==> config.mk <==
export PLATFORM = sky130hd
export DESIGN_NAME = ook_pulse_width_frame_decoder_core_flat
export DESIGN_NICKNAME = d
export VERILOG_FILES = /design/src/rtl/core/ookpw_pkg.sv /design/src/rtl/core/ookpw_ifs.sv /design/src/rtl/core/ookpw_cfg_regs.sv /design/src/rtl/core/ookpw_classify.sv /design/src/rtl/core/ookpw_parser.sv /design/src/rtl/core/ook_pulse_width_frame_decoder_core.sv /design/src/flat_wrapper.sv
export SDC_FILE = /design/constraint.sdc
export NUM_CORES = 1
export LEC_CHECK = 0
export BUFFER_PORTS_ARGS = -buffer_cell sky130_fd_sc_hd__buf_4
export CORE_MARGIN = 10
export CORE_UTILIZATION = 45
export DETAILED_ROUTE_END_ITERATION = 6
export SYNTH_ARGS = -nofsm -noshare
export SYNTH_HDL_FRONTEND = slang
export SYNTH_SLANG_ARGS = --single-unit
==> constraint.sdc <==
create_clock -name clk -period 16.7 [get_ports clk]
set_input_delay 2.505 -clock clk [delete_from_list [all_inputs] [get_ports clk]]
set_output_delay 2.505 -clock clk [all_outputs]
set_load 0.02 [all_outputs]
==> src/rtl/core/ookpw_pkg.sv <==
// Shared types, constants and helpers for the OOK pulse-width frame decoder.
// No dependencies; every other file of the core refers to it by scoped names.
`default_nettype none

package ookpw_pkg;

    // Field widths
    localparam int DATA_WIDTH     = 64;
    localparam int DURATION_WIDTH = 24;
    localparam int TIME_WIDTH     = 16;
    localparam int COUNT_WIDTH    = 8;
    localparam int CFG_IDX_WIDTH  = 3;
    localparam int CFG_DATA_WIDTH = 24;

    localparam logic [COUNT_WIDTH-1:0] COUNT_MAX = '1;

    // Configuration register indexes
    typedef enum logic [CFG_IDX_WIDTH-1:0] {
        CFG_SHORT_TIME      = 3'd0,
        CFG_LONG_TIME       = 3'd1,
        CFG_SHORT_TOLERANCE = 3'd2,
        CFG_LONG_TOLERANCE  = 3'd3,
        CFG_PREAMBLE_WINDOW = 3'd4,
        CFG_GAP_THRESHOLD   = 3'd5,
        CFG_MIN_BITS        = 3'd6
    } cfg_idx_t;

    // Reset values of the configuration registers
    localparam logic [TIME_WIDTH-1:0]     RST_SHORT_TIME      = 16'd390;
    localparam logic [TIME_WIDTH-1:0]     RST_LONG_TIME       = 16'd777;
    localparam logic [TIME_WIDTH-1:0]     RST_SHORT_TOLERANCE = 16'd100;
    localparam logic [TIME_WIDTH-1:0]     RST_LONG_TOLERANCE  = 16'd300;
    localparam logic [DURATION_WIDTH-1:0] RST_PREAMBLE_WINDOW = 24'd57500;
    localparam logic [DURATION_WIDTH-1:0] RST_GAP_THRESHOLD   = 24'd4000;
    localparam logic [COUNT_WIDTH-1:0]    RST_MIN_BITS        = 8'd24;

    typedef struct packed {
        logic [TIME_WIDTH-1:0]     short_time;
        logic [TIME_WIDTH-1:0]     long_time;
        logic [TIME_WIDTH-1:0]     short_tolerance;
        logic [TIME_WIDTH-1:0]     long_tolerance;
        logic [DURATION_WIDTH-1:0] preamble_window;
        logic [DURATION_WIDTH-1:0] gap_threshold;
        logic [COUNT_WIDTH-1:0]    min_bits;
    } cfg_t;

    // Pulse width matches for the current pulse and the stored low half
    typedef struct packed {
        logic pre_arm;     // duration near short_time within preamble_window
        logic dur_long;    // duration near long_time
        logic dur_short;   // duration near short_time
        logic low_long;    // last low half near long_time
        logic low_short;   // last low half near short_time
        logic gap;         // duration at or above gap_threshold
    } match_t;

    // Parser states, one-hot
    typedef enum logic [3:0] {
        ST_IDLE  = 4'b0001,
        ST_ARMED = 4'b0010,
        ST_SAVE  = 4'b0100,
        ST_CHECK = 4'b1000
    } state_t;

    // |a - b| < tol, one extra bit so the difference never wraps
    function automatic logic near(
        input logic [DURATION_WIDTH-1:0] a,
        input logic [DURATION_WIDTH-1:0] b,
        input logic [DURATION_WIDTH-1:0] tol
    );
        logic [DURATION_WIDTH:0] diff;
        if (a >= b)
            diff = {1'b0, a} - {1'b0, b};
        else
            diff = {1'b0, b} - {1'b0, a};
        return diff < {1'b0, tol};
    endfunction

endpackage

`default_nettype wire

==> src/rtl/core/ookpw_ifs.sv <==
// Valid/ready channel interfaces: pulse input, frame result, register writes.
// Depends on ookpw_pkg for field widths.
`default_nettype none

interface ookpw_pulse_if;
    logic                                    valid;
    logic                                    ready;
    logic                                    level;
    logic [ookpw_pkg::DURATION_WIDTH-1:0]    duration;

    modport source (output valid, output level, output duration, input ready);
    modport sink   (input valid, input level, input duration, output ready);
endinterface

interface ookpw_frame_if;
    logic                                    valid;
    logic                                    ready;
    logic [ookpw_pkg::DATA_WIDTH-1:0]        frame_data;
    logic [ookpw_pkg::COUNT_WIDTH-1:0]       frame_bits;

    modport source (output valid, output frame_data, output frame_bits, input ready);
    modport sink   (input valid, input frame_data, input frame_bits, output ready);
endinterface

interface ookpw_cfg_if;
    logic                                    valid;
    logic                                    ready;
    logic [ookpw_pkg::CFG_IDX_WIDTH-1:0]     index;
    logic [ookpw_pkg::CFG_DATA_WIDTH-1:0]    data;

    modport source (output valid, output index, output data, input ready);
    modport sink   (input valid, input index, input data, output ready);
endinterface

`default_nettype wire

==> src/rtl/core/ookpw_cfg_regs.sv <==
// Configuration register file of the decoder, written over the config channel.
// Depends on ookpw_pkg and ookpw_cfg_if.
`default_nettype none

module ookpw_cfg_regs
(
    input  wire logic            clk,
    input  wire logic            rst_n,
    ookpw_cfg_if.sink            cfg,
    output ookpw_pkg::cfg_t      cfg_values
);

    ookpw_pkg::cfg_t cfg_reg;
    ookpw_pkg::cfg_t cfg_next;
    logic            wr_en;

    // Writes are always taken
    assign cfg.ready  = 1'b1;
    assign wr_en      = cfg.valid;
    assign cfg_values = cfg_reg;

    // Register decode; unknown indexes are dropped
    always_comb
    begin
        cfg_next = cfg_reg;
        if (wr_en)
        begin
            unique case (cfg.index)
                ookpw_pkg::CFG_SHORT_TIME:
                    cfg_next.short_time = cfg.data[ookpw_pkg::TIME_WIDTH-1:0];
                ookpw_pkg::CFG_LONG_TIME:
                    cfg_next.long_time = cfg.data[ookpw_pkg::TIME_WIDTH-1:0];
                ookpw_pkg::CFG_SHORT_TOLERANCE:
                    cfg_next.short_tolerance = cfg.data[ookpw_pkg::TIME_WIDTH-1:0];
                ookpw_pkg::CFG_LONG_TOLERANCE:
                    cfg_next.long_tolerance = cfg.data[ookpw_pkg::TIME_WIDTH-1:0];
                ookpw_pkg::CFG_PREAMBLE_WINDOW:
                    cfg_next.preamble_window = cfg.data[ookpw_pkg::DURATION_WIDTH-1:0];
                ookpw_pkg::CFG_GAP_THRESHOLD:
                    cfg_next.gap_threshold = cfg.data[ookpw_pkg::DURATION_WIDTH-1:0];
                ookpw_pkg::CFG_MIN_BITS:
                    cfg_next.min_bits = cfg.data[ookpw_pkg::COUNT_WIDTH-1:0];
                default:
                    cfg_next = cfg_reg;
            endcase
        end
    end

    always_ff @(posedge clk or negedge rst_n)
    begin
        if (!rst_n)
        begin
            cfg_reg.short_time      <= ookpw_pkg::RST_SHORT_TIME;
            cfg_reg.long_time       <= ookpw_pkg::RST_LONG_TIME;
            cfg_reg.short_tolerance <= ookpw_pkg::RST_SHORT_TOLERANCE;
            cfg_reg.long_tolerance  <= ookpw_pkg::RST_LONG_TOLERANCE;
            cfg_reg.preamble_window <= ookpw_pkg::RST_PREAMBLE_WINDOW;
            cfg_reg.gap_threshold   <= ookpw_pkg::RST_GAP_THRESHOLD;
            cfg_reg.min_bits        <= ookpw_pkg::RST_MIN_BITS;
        end
        else
        begin
            cfg_reg <= cfg_next;
        end
    end

endmodule

`default_nettype wire

==> src/rtl/core/ookpw_classify.sv <==
// Pulse width classifier: tolerance windows and gap compare, purely combinational.
// Depends on ookpw_pkg.
`default_nettype none

module ookpw_classify
(
    input  wire ookpw_pkg::cfg_t                      cfg_values,
    input  wire logic [ookpw_pkg::DURATION_WIDTH-1:0] duration,
    input  wire logic [ookpw_pkg::DURATION_WIDTH-1:0] last_low,
    output ookpw_pkg::match_t                         match
);

    logic [ookpw_pkg::DURATION_WIDTH-1:0] short_t;
    logic [ookpw_pkg::DURATION_WIDTH-1:0] long_t;
    logic [ookpw_pkg::DURATION_WIDTH-1:0] short_tol;
    logic [ookpw_pkg::DURATION_WIDTH-1:0] long_tol;

    // Widen the 16-bit timing registers to duration width
    assign short_t   = ookpw_pkg::DURATION_WIDTH'(cfg_values.short_time);
    assign long_t    = ookpw_pkg::DURATION_WIDTH'(cfg_values.long_time);
    assign short_tol = ookpw_pkg::DURATION_WIDTH'(cfg_values.short_tolerance);
    assign long_tol  = ookpw_pkg::DURATION_WIDTH'(cfg_values.long_tolerance);

    // Window compares
    assign match.pre_arm   = ookpw_pkg::near(duration, short_t, cfg_values.preamble_window);
    assign match.dur_long  = ookpw_pkg::near(duration, long_t, long_tol);
    assign match.dur_short = ookpw_pkg::near(duration, short_t, short_tol);
    assign match.low_long  = ookpw_pkg::near(last_low, long_t, long_tol);
    assign match.low_short = ookpw_pkg::near(last_low, short_t, short_tol);
    assign match.gap       = (duration >= cfg_values.gap_threshold);

endmodule

`default_nettype wire

==> src/rtl/core/ookpw_parser.sv <==
// Frame parser: state machine, shift register, bit count and result register.
// Depends on ookpw_pkg; match flags come from ookpw_classify.
`default_nettype none

module ookpw_parser
(
    input  wire logic                                 clk,
    input  wire logic                                 rst_n,
    input  wire logic                                 fire,
    input  wire logic                                 level,
    input  wire logic [ookpw_pkg::DURATION_WIDTH-1:0] duration,
    input  wire ookpw_pkg::match_t                    match,
    input  wire logic [ookpw_pkg::COUNT_WIDTH-1:0]    min_bits,
    input  wire logic                                 out_ready,
    output logic [ookpw_pkg::DURATION_WIDTH-1:0]      last_low,
    output logic                                      out_valid,
    output logic [ookpw_pkg::DATA_WIDTH-1:0]          frame_data,
    output logic [ookpw_pkg::COUNT_WIDTH-1:0]         frame_bits
);

    ookpw_pkg::state_t                   state_reg, state_next;
    logic [ookpw_pkg::DURATION_WIDTH-1:0] last_low_reg, last_low_next;
    logic [ookpw_pkg::DATA_WIDTH-1:0]     shift_reg, shift_next;
    logic [ookpw_pkg::COUNT_WIDTH-1:0]    count_reg, count_next;
    logic                                 out_valid_reg, out_valid_next;
    logic [ookpw_pkg::DATA_WIDTH-1:0]     frame_data_reg;
    logic [ookpw_pkg::COUNT_WIDTH-1:0]    frame_bits_reg;
    logic                                 emit;
    logic                                 push;
    logic                                 push_bit;
    logic [ookpw_pkg::COUNT_WIDTH-1:0]    count_inc;

    assign last_low   = last_low_reg;
    assign out_valid  = out_valid_reg;
    assign frame_data = frame_data_reg;
    assign frame_bits = frame_bits_reg;

    // Saturating count
    assign count_inc = (count_reg == ookpw_pkg::COUNT_MAX) ? count_reg : count_reg + 1'b1;

    // Parser next state
    always_comb
    begin
        state_next    = state_reg;
        last_low_next = last_low_reg;
        shift_next    = shift_reg;
        count_next    = count_reg;
        emit          = 1'b0;
        push          = 1'b0;
        push_bit      = 1'b0;
        if (fire)
        begin
            unique case (state_reg)
                ookpw_pkg::ST_IDLE:
                begin
                    if (!level && match.pre_arm)
                        state_next = ookpw_pkg::ST_ARMED;
                end
                ookpw_pkg::ST_ARMED:
                begin
                    // start bit: clear, then a single 0
                    if (level && match.dur_long)
                    begin
                        state_next = ookpw_pkg::ST_SAVE;
                        shift_next = '0;
                        count_next = ookpw_pkg::COUNT_WIDTH'(1);
                    end
                    else
                    begin
                        state_next = ookpw_pkg::ST_IDLE;
                    end
                end
                ookpw_pkg::ST_SAVE:
                begin
                    // high pulses here are ignored
                    if (!level)
                    begin
                        if (match.gap)
                        begin
                            state_next = ookpw_pkg::ST_ARMED;
                            emit       = (count_reg >= min_bits);
                            shift_next = '0;
                            count_next = '0;
                        end
                        else
                        begin
                            last_low_next = duration;
                            state_next    = ookpw_pkg::ST_CHECK;
                        end
                    end
                end
                ookpw_pkg::ST_CHECK:
                begin
                    if (level && match.low_short && match.dur_long)
                    begin
                        push       = 1'b1;
                        push_bit   = 1'b0;
                        state_next = ookpw_pkg::ST_SAVE;
                    end
                    else if (level && match.low_long && match.dur_short)
                    begin
                        push       = 1'b1;
                        push_bit   = 1'b1;
                        state_next = ookpw_pkg::ST_SAVE;
                    end
                    else
                    begin
                        state_next = ookpw_pkg::ST_IDLE;
                    end
                end
                default:
                    state_next = ookpw_pkg::ST_IDLE;
            endcase
        end
        if (push)
        begin
            shift_next = {shift_reg[ookpw_pkg::DATA_WIDTH-2:0], push_bit};
            count_next = count_inc;
        end
    end

    // Result register: loads on a report, drops on a transfer
    assign out_valid_next = emit | (out_valid_reg & ~out_ready);

    always_ff @(posedge clk or negedge rst_n)
    begin
        if (!rst_n)
        begin
            state_reg     <= ookpw_pkg::ST_IDLE;
            last_low_reg  <= '0;
            shift_reg     <= '0;
            count_reg     <= '0;
            out_valid_reg <= 1'b0;
        end
        else
        begin
            state_reg     <= state_next;
            last_low_reg  <= last_low_next;
            shift_reg     <= shift_next;
            count_reg     <= count_next;
            out_valid_reg <= out_valid_next;
        end
    end

    // Result payload
    always_ff @(posedge clk)
    begin
        if (emit)
        begin
            frame_data_reg <= shift_reg;
            frame_bits_reg <= count_reg;
        end
    end

    // Checks
    a_clear_after_gap: assert property (@(posedge clk) disable iff (!rst_n)
        fire && state_reg == ookpw_pkg::ST_SAVE && !level && match.gap
        |=> count_reg == '0 && shift_reg == '0 && state_reg == ookpw_pkg::ST_ARMED)
        else $error("parser did not clear and rearm at frame gap");

    a_hold_without_fire: assert property (@(posedge clk) disable iff (!rst_n)
        !fire |=> $stable(state_reg) && $stable(count_reg) && $stable(shift_reg))
        else $error("parser state moved without a pulse");

    a_count_steps: assert property (@(posedge clk) disable iff (!rst_n)
        1'b1 |=> count_reg == $past(count_reg) || count_reg == '0
                 || count_reg == ookpw_pkg::COUNT_WIDTH'(1)
                 || count_reg == $past(count_reg) + 1'b1)
        else $error("bit count jumped");

    a_report_meets_min: assert property (@(posedge clk) disable iff (!rst_n)
        emit |=> out_valid_reg && frame_bits_reg >= $past(min_bits))
        else $error("short frame reported");

endmodule

`default_nettype wire

==> src/rtl/core/ook_pulse_width_frame_decoder_core.sv <==
// OOK pulse-width frame decoder, top level: input register, classifier, parser.
// A pulse is held in the input register; a pulse that ends a frame loads the result register.
// Throughput: one pulse per cycle; only a held result that is not taken stalls the input.
// Reset (rst_n low, asynchronous): parser idle, count and shift register cleared,
// configuration back to its defaults, no result pending.
// Depends on ookpw_pkg, ookpw_ifs, ookpw_cfg_regs, ookpw_classify, ookpw_parser.
`default_nettype none

module ook_pulse_width_frame_decoder_core
(
    input  wire logic        clk,
    input  wire logic        rst_n,
    ookpw_pulse_if.sink      pulse,
    ookpw_frame_if.source    frame,
    ookpw_cfg_if.sink        cfg
);

    ookpw_pkg::cfg_t                      cfg_values;
    ookpw_pkg::match_t                    match;
    logic                                 in_valid_reg;
    logic                                 level_reg;
    logic [ookpw_pkg::DURATION_WIDTH-1:0] duration_reg;
    logic [ookpw_pkg::DURATION_WIDTH-1:0] last_low;
    logic                                 out_valid;
    logic                                 fire;
    logic                                 in_take;

    // Pulse in the input register is processed when the result slot is free
    assign fire        = in_valid_reg & (~out_valid | frame.ready);
    assign pulse.ready = ~in_valid_reg | fire;
    assign in_take     = pulse.valid & pulse.ready;
    assign frame.valid = out_valid;

    // Input register
    always_ff @(posedge clk or negedge rst_n)
    begin
        if (!rst_n)
            in_valid_reg <= 1'b0;
        else if (pulse.ready)
            in_valid_reg <= pulse.valid;
    end

    always_ff @(posedge clk)
    begin
        if (in_take)
        begin
            level_reg    <= pulse.level;
            duration_reg <= pulse.duration;
        end
    end

    ookpw_cfg_regs u_cfg_regs
    (
        .clk        (clk),
        .rst_n      (rst_n),
        .cfg        (cfg),
        .cfg_values (cfg_values)
    );

    ookpw_classify u_classify
    (
        .cfg_values (cfg_values),
        .duration   (duration_reg),
        .last_low   (last_low),
        .match      (match)
    );

    ookpw_parser u_parser
    (
        .clk        (clk),
        .rst_n      (rst_n),
        .fire       (fire),
        .level      (level_reg),
        .duration   (duration_reg),
        .match      (match),
        .min_bits   (cfg_values.min_bits),
        .out_ready  (frame.ready),
        .last_low   (last_low),
        .out_valid  (out_valid),
        .frame_data (frame.frame_data),
        .frame_bits (frame.frame_bits)
    );

endmodule

`default_nettype wire
==> src/flat_wrapper.sv <==
// flat-port wrapper written by rule: the top's interface ports become plain ports
module ook_pulse_width_frame_decoder_core_flat 
  (clk, rst_n, pulse_valid, pulse_level, pulse_duration, pulse_ready, frame_valid, frame_frame_data, frame_frame_bits, frame_ready, cfg_valid, cfg_index, cfg_data, cfg_ready);
  ookpw_pulse_if pulse_i ();
  ookpw_frame_if frame_i ();
  ookpw_cfg_if cfg_i ();
  input  wire logic clk;
  input  wire logic rst_n;
  input wire logic [$bits(pulse_i.valid)-1:0] pulse_valid;
  input wire logic [$bits(pulse_i.level)-1:0] pulse_level;
  input wire logic [$bits(pulse_i.duration)-1:0] pulse_duration;
  output wire logic [$bits(pulse_i.ready)-1:0] pulse_ready;
  output wire logic [$bits(frame_i.valid)-1:0] frame_valid;
  output wire logic [$bits(frame_i.frame_data)-1:0] frame_frame_data;
  output wire logic [$bits(frame_i.frame_bits)-1:0] frame_frame_bits;
  input wire logic [$bits(frame_i.ready)-1:0] frame_ready;
  input wire logic [$bits(cfg_i.valid)-1:0] cfg_valid;
  input wire logic [$bits(cfg_i.index)-1:0] cfg_index;
  input wire logic [$bits(cfg_i.data)-1:0] cfg_data;
  output wire logic [$bits(cfg_i.ready)-1:0] cfg_ready;
  assign pulse_i.valid = pulse_valid;
  assign pulse_i.level = pulse_level;
  assign pulse_i.duration = pulse_duration;
  assign pulse_ready = pulse_i.ready;
  assign frame_valid = frame_i.valid;
  assign frame_frame_data = frame_i.frame_data;
  assign frame_frame_bits = frame_i.frame_bits;
  assign frame_i.ready = frame_ready;
  assign cfg_i.valid = cfg_valid;
  assign cfg_i.index = cfg_index;
  assign cfg_i.data = cfg_data;
  assign cfg_ready = cfg_i.ready;
  ook_pulse_width_frame_decoder_core u_core (.clk(clk), .rst_n(rst_n), .pulse(pulse_i), .frame(frame_i), .cfg(cfg_i));
endmodule
# ---- After elaboration in Yosys (flattened, before gate mapping)
# Index checks and enable logic that the tools add are counted.
# W data, S select, Z words.
dict set report op_classes {
  n_addsub 9
  eq_ne 17
  n_reduce_logical 21
  bitwise_logic 11
  muxes 35
  magnitude_cmp 11
}
# operator n
set op_table {}
lappend op_table {{$mux W64} 5}
lappend op_table {{$pmux W64 S2} 1}
lappend op_table {{$lt A25 B16 Y1} 4}
lappend op_table {{$mux W25} 4}
lappend op_table {{$sub A16 B24 Y25} 4}
lappend op_table {{$sub A24 B16 Y25} 4}
lappend op_table {{$ge A24 B16 Y1} 4}
lappend op_table {{$mux W8} 6}
lappend op_table {{$lt A25 B24 Y1} 1}
lappend op_table {{$ge A24 B24 Y1} 1}
lappend op_table {{$pmux W4 S4} 1}
lappend op_table {{$pmux W8 S2} 1}
lappend op_table {{$reduce_and A2 Y1} 7}
lappend op_table {{$mux W4} 3}
lappend op_table {{$mux W1} 11}
lappend op_table {{$eq A3 B3 Y1 const B} 3}
lappend op_table {{$mux W3} 3}
lappend op_table {{$add A8 B1 Y8 const B} 1}
lappend op_table {{$eq A8 B8 Y1 const B} 1}
lappend op_table {{$ge A8 B8 Y1} 1}
lappend op_table {{$eq A3 B2 Y1 const B} 2}
lappend op_table {{$logic_and A1 B1 Y1} 6}
lappend op_table {{$ne A2 B2 Y1 const B} 3}
lappend op_table {{$ne A3 B3 Y1 const B} 2}
lappend op_table {{17 further kinds} 25}
dict set report word_totals {
  out_inout_bits 75
  reg_bits 319
  wordCells 121
  inputBits 57
}

# ---- Logic depth before layout (Yosys ltp)
dict set report depth {
  ltp_word 11
  ltp_mapped 31
  ltp_nobuf 27
}

# ---- Cells and area by module
# A second synthesis with hierarchy kept.
dict set report hier_totals {
  hier_cells 2090
  area_unflattened_um2 21863.5
}
# module cells_each seq_area_each_um2 area_per_inst_um2 instances
set modules_own_cells {}
lappend modules_own_cells {ookpw_classify 1409 0.0 9929.5 1}
lappend modules_own_cells {ookpw_parser 386 4690.7 6466.2 1}
lappend modules_own_cells {ookpw_cfg_regs 264 3040.4 4645.7 1}
lappend modules_own_cells {ook_pulse_width_frame_decoder_core 31 775.7 822.0 1}

# ---- Least setup slack after synthesis
# No wires, ideal clock.
dict set report synth_timing {
  path_kind {input -> register}
  startpoint {in frame_ready}
  endpoint {reg u_core.u_parser.out_valid_reg (netlist: u_core.u_parser.out_valid)}
  setup_ns 0.098
  arrival_time_ns 8.874
  path_slack_ns 7.728
  path_buffers 0
  path_stages 6
  cell_sequence {nor2b_1 nand2b_1 nor2_1 nand2_1 a211oi_1 or2_2}
}
dict set report synth_via {
  elab_chain_len 4
  elab_cells_between_ends 6
  classes_between {1 x mux; 5 x bitwise}
}
# element line_no
set synth_lines {}
lappend synth_lines {{start: declaration} flat_wrapper.sv:16} ;# input wire logic [$bits(frame_i.ready)-1:0] frame_ready;
lappend synth_lines {{$or A1 B1 Y1} ook_pulse_width_frame_decoder_core.sv:29} ;# assign fire = in_valid_reg & (~out_valid | frame.ready);
lappend synth_lines {{$and A1 B1 Y1} ook_pulse_width_frame_decoder_core.sv:29}
lappend synth_lines {{$mux W1} ookpw_parser.sv:51} ;# if (fire)
lappend synth_lines {{net u_core.u_parser.emit} ookpw_parser.sv:28} ;# logic emit;
lappend synth_lines {{$or A1 B1 Y1} ookpw_parser.sv:123} ;# assign out_valid_next = emit | (out_valid_reg & ~out_ready);
lappend synth_lines {{net u_core.u_parser.out_valid_next} ookpw_parser.sv:25} ;# logic out_valid_reg, out_valid_next;
lappend synth_lines {{end signal: assignment} ookpw_parser.sv:141} ;# out_valid_reg <= out_valid_next;
lappend synth_lines {{end: declaration} ookpw_parser.sv:25}
# The timed path passes the listed nets, and every way through them passes these cells.
# A chain may end at the register's enable or synchronous reset.

# ---- Final worst setup path
dict set report layout_timing {
  startpoint {reg u_core.duration_reg[2] (netlist name)}
  endpoint {reg u_core.u_parser.count_reg[0] (netlist name)}
}
dict set report layout_via {
  elab_chain_len 10
  elab_cells_between_ends 26
  classes_between {4 x add/sub; 5 x order compare; 4 x eq/ne; 7 x mux; 6 x reduce/logical}
}
# element line_no
set layout_lines {}
lappend layout_lines {{start: declaration} ook_pulse_width_frame_decoder_core.sv:22} ;# logic [ookpw_pkg::DURATION_WIDTH-1:0] duration_reg;
lappend layout_lines {{start signal: assignment} ook_pulse_width_frame_decoder_core.sv:48} ;# duration_reg <= pulse.duration;
lappend layout_lines {{$sub A16 B24 Y25, or another cell as far along} ookpw_pkg.sv:75} ;# diff = {1'b0, b} - {1'b0, a};
lappend layout_lines {{$mux W25} ookpw_pkg.sv:72} ;# if (a >= b)
lappend layout_lines {{$lt A25 B16 Y1} ookpw_pkg.sv:76} ;# return diff < {1'b0, tol};
lappend layout_lines {{$logic_and A1 B1 Y1} ookpw_parser.sv:100} ;# else if (level && match.low_long && match.dur_short)
lappend layout_lines {{$mux W1} ookpw_parser.sv:100}
lappend layout_lines {{$mux W1} ookpw_parser.sv:94} ;# if (level && match.low_short && match.dur_long)
lappend layout_lines {{$mux W1} ookpw_parser.sv:53} ;# unique case (state_reg)
lappend layout_lines {{$mux W1} ookpw_parser.sv:51}
lappend layout_lines {{$ne A3 B2 Y1 (no source line), or another cell as far along} n/a}
lappend layout_lines {{$reduce_and A6 Y1 (no source line)} n/a}
lappend layout_lines {{end signal: assignment} ookpw_parser.sv:140} ;# count_reg <= count_next;
lappend layout_lines {{end: declaration} ookpw_parser.sv:24} ;# logic [ookpw_pkg::COUNT_WIDTH-1:0] count_reg, count_next;
# Several ways; a longest one is shown, not always the timed one.

==> impl_metrics.yaml <==
status:
  status: "finished, final reports clean"
power:
  leakage_nw: 10.9
  cellPowerDensity_mw_per_mm2: 130
  max-vdd-ir-drop_mv: 0.0814
  seqPwrFrac_pct: 30.1
  swShare_pct: 41.1
  p_sw_mw: 1.31
  internal_power_mw: 1.88
  clkPwrFrac_pct: 25.5
  pwr-share-comb_pct: 44.3
drt:
  wl_met3_mm: 5.48
  drt_iter0_drc: 1807
  drt-vias-per-instance: 6.08
  dr.pass1.iters: 5
  ant_nets: 0
  postRouteWirelength_mm: 73.5
  highest_layer: "met4"
  wl_met2_mm: 32.6
  routedWlPerCell_um: 24.4
  dr_total_vias: 18300
  wl_met1_mm: 32.1
  drc: 0
cts:
  cts_resized: 0
  cts.sinks: 319
  cts_made_buffers: 38
  h-tree-depth: 2
  cts_setup_buffers: 0
  clkTransAtPathRegs_ps: 60
  clockBufferDepth: 3
  root_buffer: "clkbuf_16"
  cts_hold_buf: 0
  clk_latency_ps: 580
  cts_tree: "built"
worst_setup_path:
  r2r_start: "u_core.duration_reg[2]$_DFFE_PP_"
  end_kind: "flop"
  reg2reg_depth: 26
  max_stage_delay_ps: 630
  crit_fanout: 52
  r2r-end: "u_core.u_parser.count_reg[0]$_DFFE_PN0P_"
  start_kind: "flop"
  path_delay_family: "compound AO/OA/AOI/OAI gates"
  path_buf_inv: 3
  slowest_stage: "a31oi_1"
  crit_required_ps: 17160
  cp.depth: 26
  arrival_ps: 8610
  cp_common_cell: "nor4_1"
  critical_path_class: "flop to flop"
  r2r_setup_slack_ps: 8550
synthesis:
  syn_avg_cell_area_um2: 9.61
  synthFlopType: "dfrtp_1"
  synth_area_leaders: "dfrtp_1 (22%), ha_1 (14%), edfxtp_1 (13%), o21ai_0 (4.3%), a21oi_1 (3.9%)"
  syn_inst: 2283
  async_flop_share_pct: 69.6
  syn_nets: 2592
  synth_seq_cells: 319
  synthesis.area_mm2: 0.0219
  synth_edf_count: 97
  synth_top_area_share_pct: 21.8
  seq_area_frac_synth_pct: 38.8
  yosysTopAreaCell: "dfrtp_1"
  yosysWarnings: 0
  yosysUniqueCellTypes: 96
die:
  die_width_um: 241
  die_h_um: 241
  core_region_area_mm2: 0.0479
  boundaryPins: 132
  row_count: 80
  start_util_pct: 45.8
  die_area_mm2: 0.0580
final_layout:
  n_antenna_cell: 0
  syn_to_final_growth_pct: 11.9
  seqCellArea_mm2: 0.00851
  largest_reg_flops: 120
  multi_input_area_mm2: 0.0122
  nets: 2675
  fillers: 4403
  drive_gt1_share_pct: 14.5
  final_area_mm2: 0.0246
sta:
  fmax_ghz: 0.123
  worst_slew_pin_slew_ps: 1180
  min_period_ps: 8150
  final_hold_viol_count: 0
  slew_viol_final: 0
  timing.final.ws_setup_ps: 8550
  setup_viol: 0
  period_share_pct: 48.8
  rsz0062_at_grt: "no"
  relSlewSlack_pct: 20.4
  setup_tns_ps: 0
  fin_skew_ps: 14.6
placement:
  dp_hpwl_mm: 58.2
  pre_cts_ws_ps: 8770
  dpl_cell_area_mm2: 0.0234
  numPortBuffers: 130
  gp_congestion: 1.00
hold_path:
  hp-class: "flop to flop"
  min_path_cells: 0
  hold_start: "u_core.u_parser.shift_reg[63]$_DFFE_PN0P_"
  worstHoldEndpoint: "u_core.u_parser.frame_data[63]$_DFFE_PP_"
grt:
  grt_pass1_wl_mm: 110
  gr-usage-all-layers_pct: 25.1
  antenna_found_initial: 1
  grt_pass1_vias: 18000
  overflow: 0
  grt_max_degree: 106
flow_run:
  cap_viol_max_count: 0
## worst reg2reg max path, stage by stage (launching register included)
cell	delay (ps)
edfxtp_1	490
inv_1	130
ha_1	570
nand3_1	280
a21oi_1	540
o21ai_1	210
a31o_2	380
nand2_1	90
buf_4	320
o21a_1	180
a31oi_1	60
nor4_1	460
nor2_1	150
xnor2_1	400
ha_1	200
nand4_1	180
a211oi_1	260
o21ai_0	240
a31oi_1	630
nor4_1	110
nand4_1	280
nor4_1	80
nand3_1	170
nor3b_4	550
buf_4	570
a21oi_4	160
mux2_4	350
## synthesized netlist by cell type (23+ instances only)
cell / count
ha_1: 244
inv_1: 202
nand2_1: 195
dfrtp_1: 191
o21ai_0: 190
a21oi_1: 173
edfxtp_1: 97
nor2_1: 90
a22o_1: 65
mux2_2: 63
a21o_1: 58
clkbuf_1: 51
xnor2_1: 44
buf_2: 38
nand3_1: 38
nor3_1: 32
dfstp_2: 31
o21a_1: 30
a211oi_1: 29
nand4_1: 29
xor2_1: 26
nand2b_1: 23
nor2b_1: 23
## metal layers
layer / vias up / GRT usage (%)
met5: - / 0
met4: 0 / 10.4
met3: 160 / 4.39
met2: 749 / 39.2
met1: 8938 / 34.0
li1: 8456 / -
## worst max-delay path by stage
stage / from / endpoint / slack [ps]
6_report: u_core.duration_reg[2]$_DFFE_PP_ / u_core.u_parser.count_reg[0]$_DFFE_PN0P_ / 8550
2_1_floorplan: frame_ready / u_core.u_parser.out_valid$_DFF_PN0_ / 7730
3_5_place_dp: u_core.duration_reg[9]$_DFFE_PP_ / u_core.u_parser.count_reg[0]$_DFFE_PN0P_ / 8770
5_1_grt: u_core.duration_reg[7]$_DFFE_PP_ / u_core.u_parser.count_reg[0]$_DFFE_PN0P_ / 8320
4_1_cts: u_core.duration_reg[9]$_DFFE_PP_ / u_core.u_parser.count_reg[0]$_DFFE_PN0P_ / 8710
3_3_place_gp: u_core.duration_reg[9]$_DFFE_PP_ / u_core.u_parser.count_reg[0]$_DFFE_PN0P_ / 8780
## placed cells by master (no fill, tap or decap), drive strengths merged, types with 7 or more instances in the layout
cell type / netlist / final
a211o: 11 / 11
nand4: 29 / 29
inv: 202 / 207
fa: 8 / 8
and2: 13 / 13
a31oi: 22 / 22
nor3: 33 / 33
a21oi: 177 / 177
dfstp: 31 / 31
edfxtp: 97 / 97
o211ai: 14 / 14
o31ai: 10 / 10
o21bai: 13 / 13
a2111oi: 8 / 8
o2111ai: 13 / 13
nand3: 38 / 38
mux2: 64 / 64
mux2i: 21 / 21
dfrtp: 191 / 191
clkinv: 0 / 12
a21o: 58 / 58
o21a: 30 / 30
and4: 10 / 10
a21boi: 9 / 9
nor2: 92 / 92
o22ai: 7 / 7
clkbuf: 52 / 52
xnor2: 44 / 44
a22o: 65 / 65
nand2b: 24 / 24
xor2: 26 / 26
nor4: 18 / 18
a211oi: 32 / 32
ha: 244 / 244
and3: 11 / 11
o21ai: 200 / 200
or2: 7 / 7
buf: 56 / 151
nand2: 195 / 195
nor2b: 23 / 23
## per-stage QoR
step,utilization (%),power [mW],std cells,hold WS [ps]
3_5_place_dp,48.7,2.35,2941,443
6_report,51.2,3.19,3011,457
2_1_floorplan,-,1.90,2283,426
4_1_cts,51.2,3.18,3011,457
5_1_grt,51.2,3.39,3011,466
3_3_place_gp,48.7,2.34,2941,452
## layout make-up
class	count	area share (%)
sequential	319	34.6
inverter	202	3.09
clock inverter	18	0.688
tap	615	3.13
timing repair buffer	151	4.65
multi-input combinational	1654	49.6
clock buffer	52	4.21
## cells by family (layout without fill, tap and decap cells)
logic type	after synthesis	in the layout	share of synthesized area (%)
other	1	1	0.0171
adder cells (fa/ha/maj)	252	252	14.6
AO/OA/AOI/OAI	717	717	21.3
flip-flops	319	319	38.8
AND/OR/NAND/NOR	529	529	12.3
multiplexers	85	85	4.26
buffers and inverters	310	423	5.88
XOR/XNOR	70	70	2.79
## power by group through the flow
stage	logic (mW)	clock network, mW	registers [mW]
2_1_floorplan	0.960	0	0.943
3_3_place_gp	1.37	0	0.971
3_5_place_dp	1.38	0	0.974
4_1_cts	1.39	0.835	0.959
5_1_grt	1.55	0.862	0.970
6_report	1.42	0.815	0.962
(Power assumes the default switching activity.)
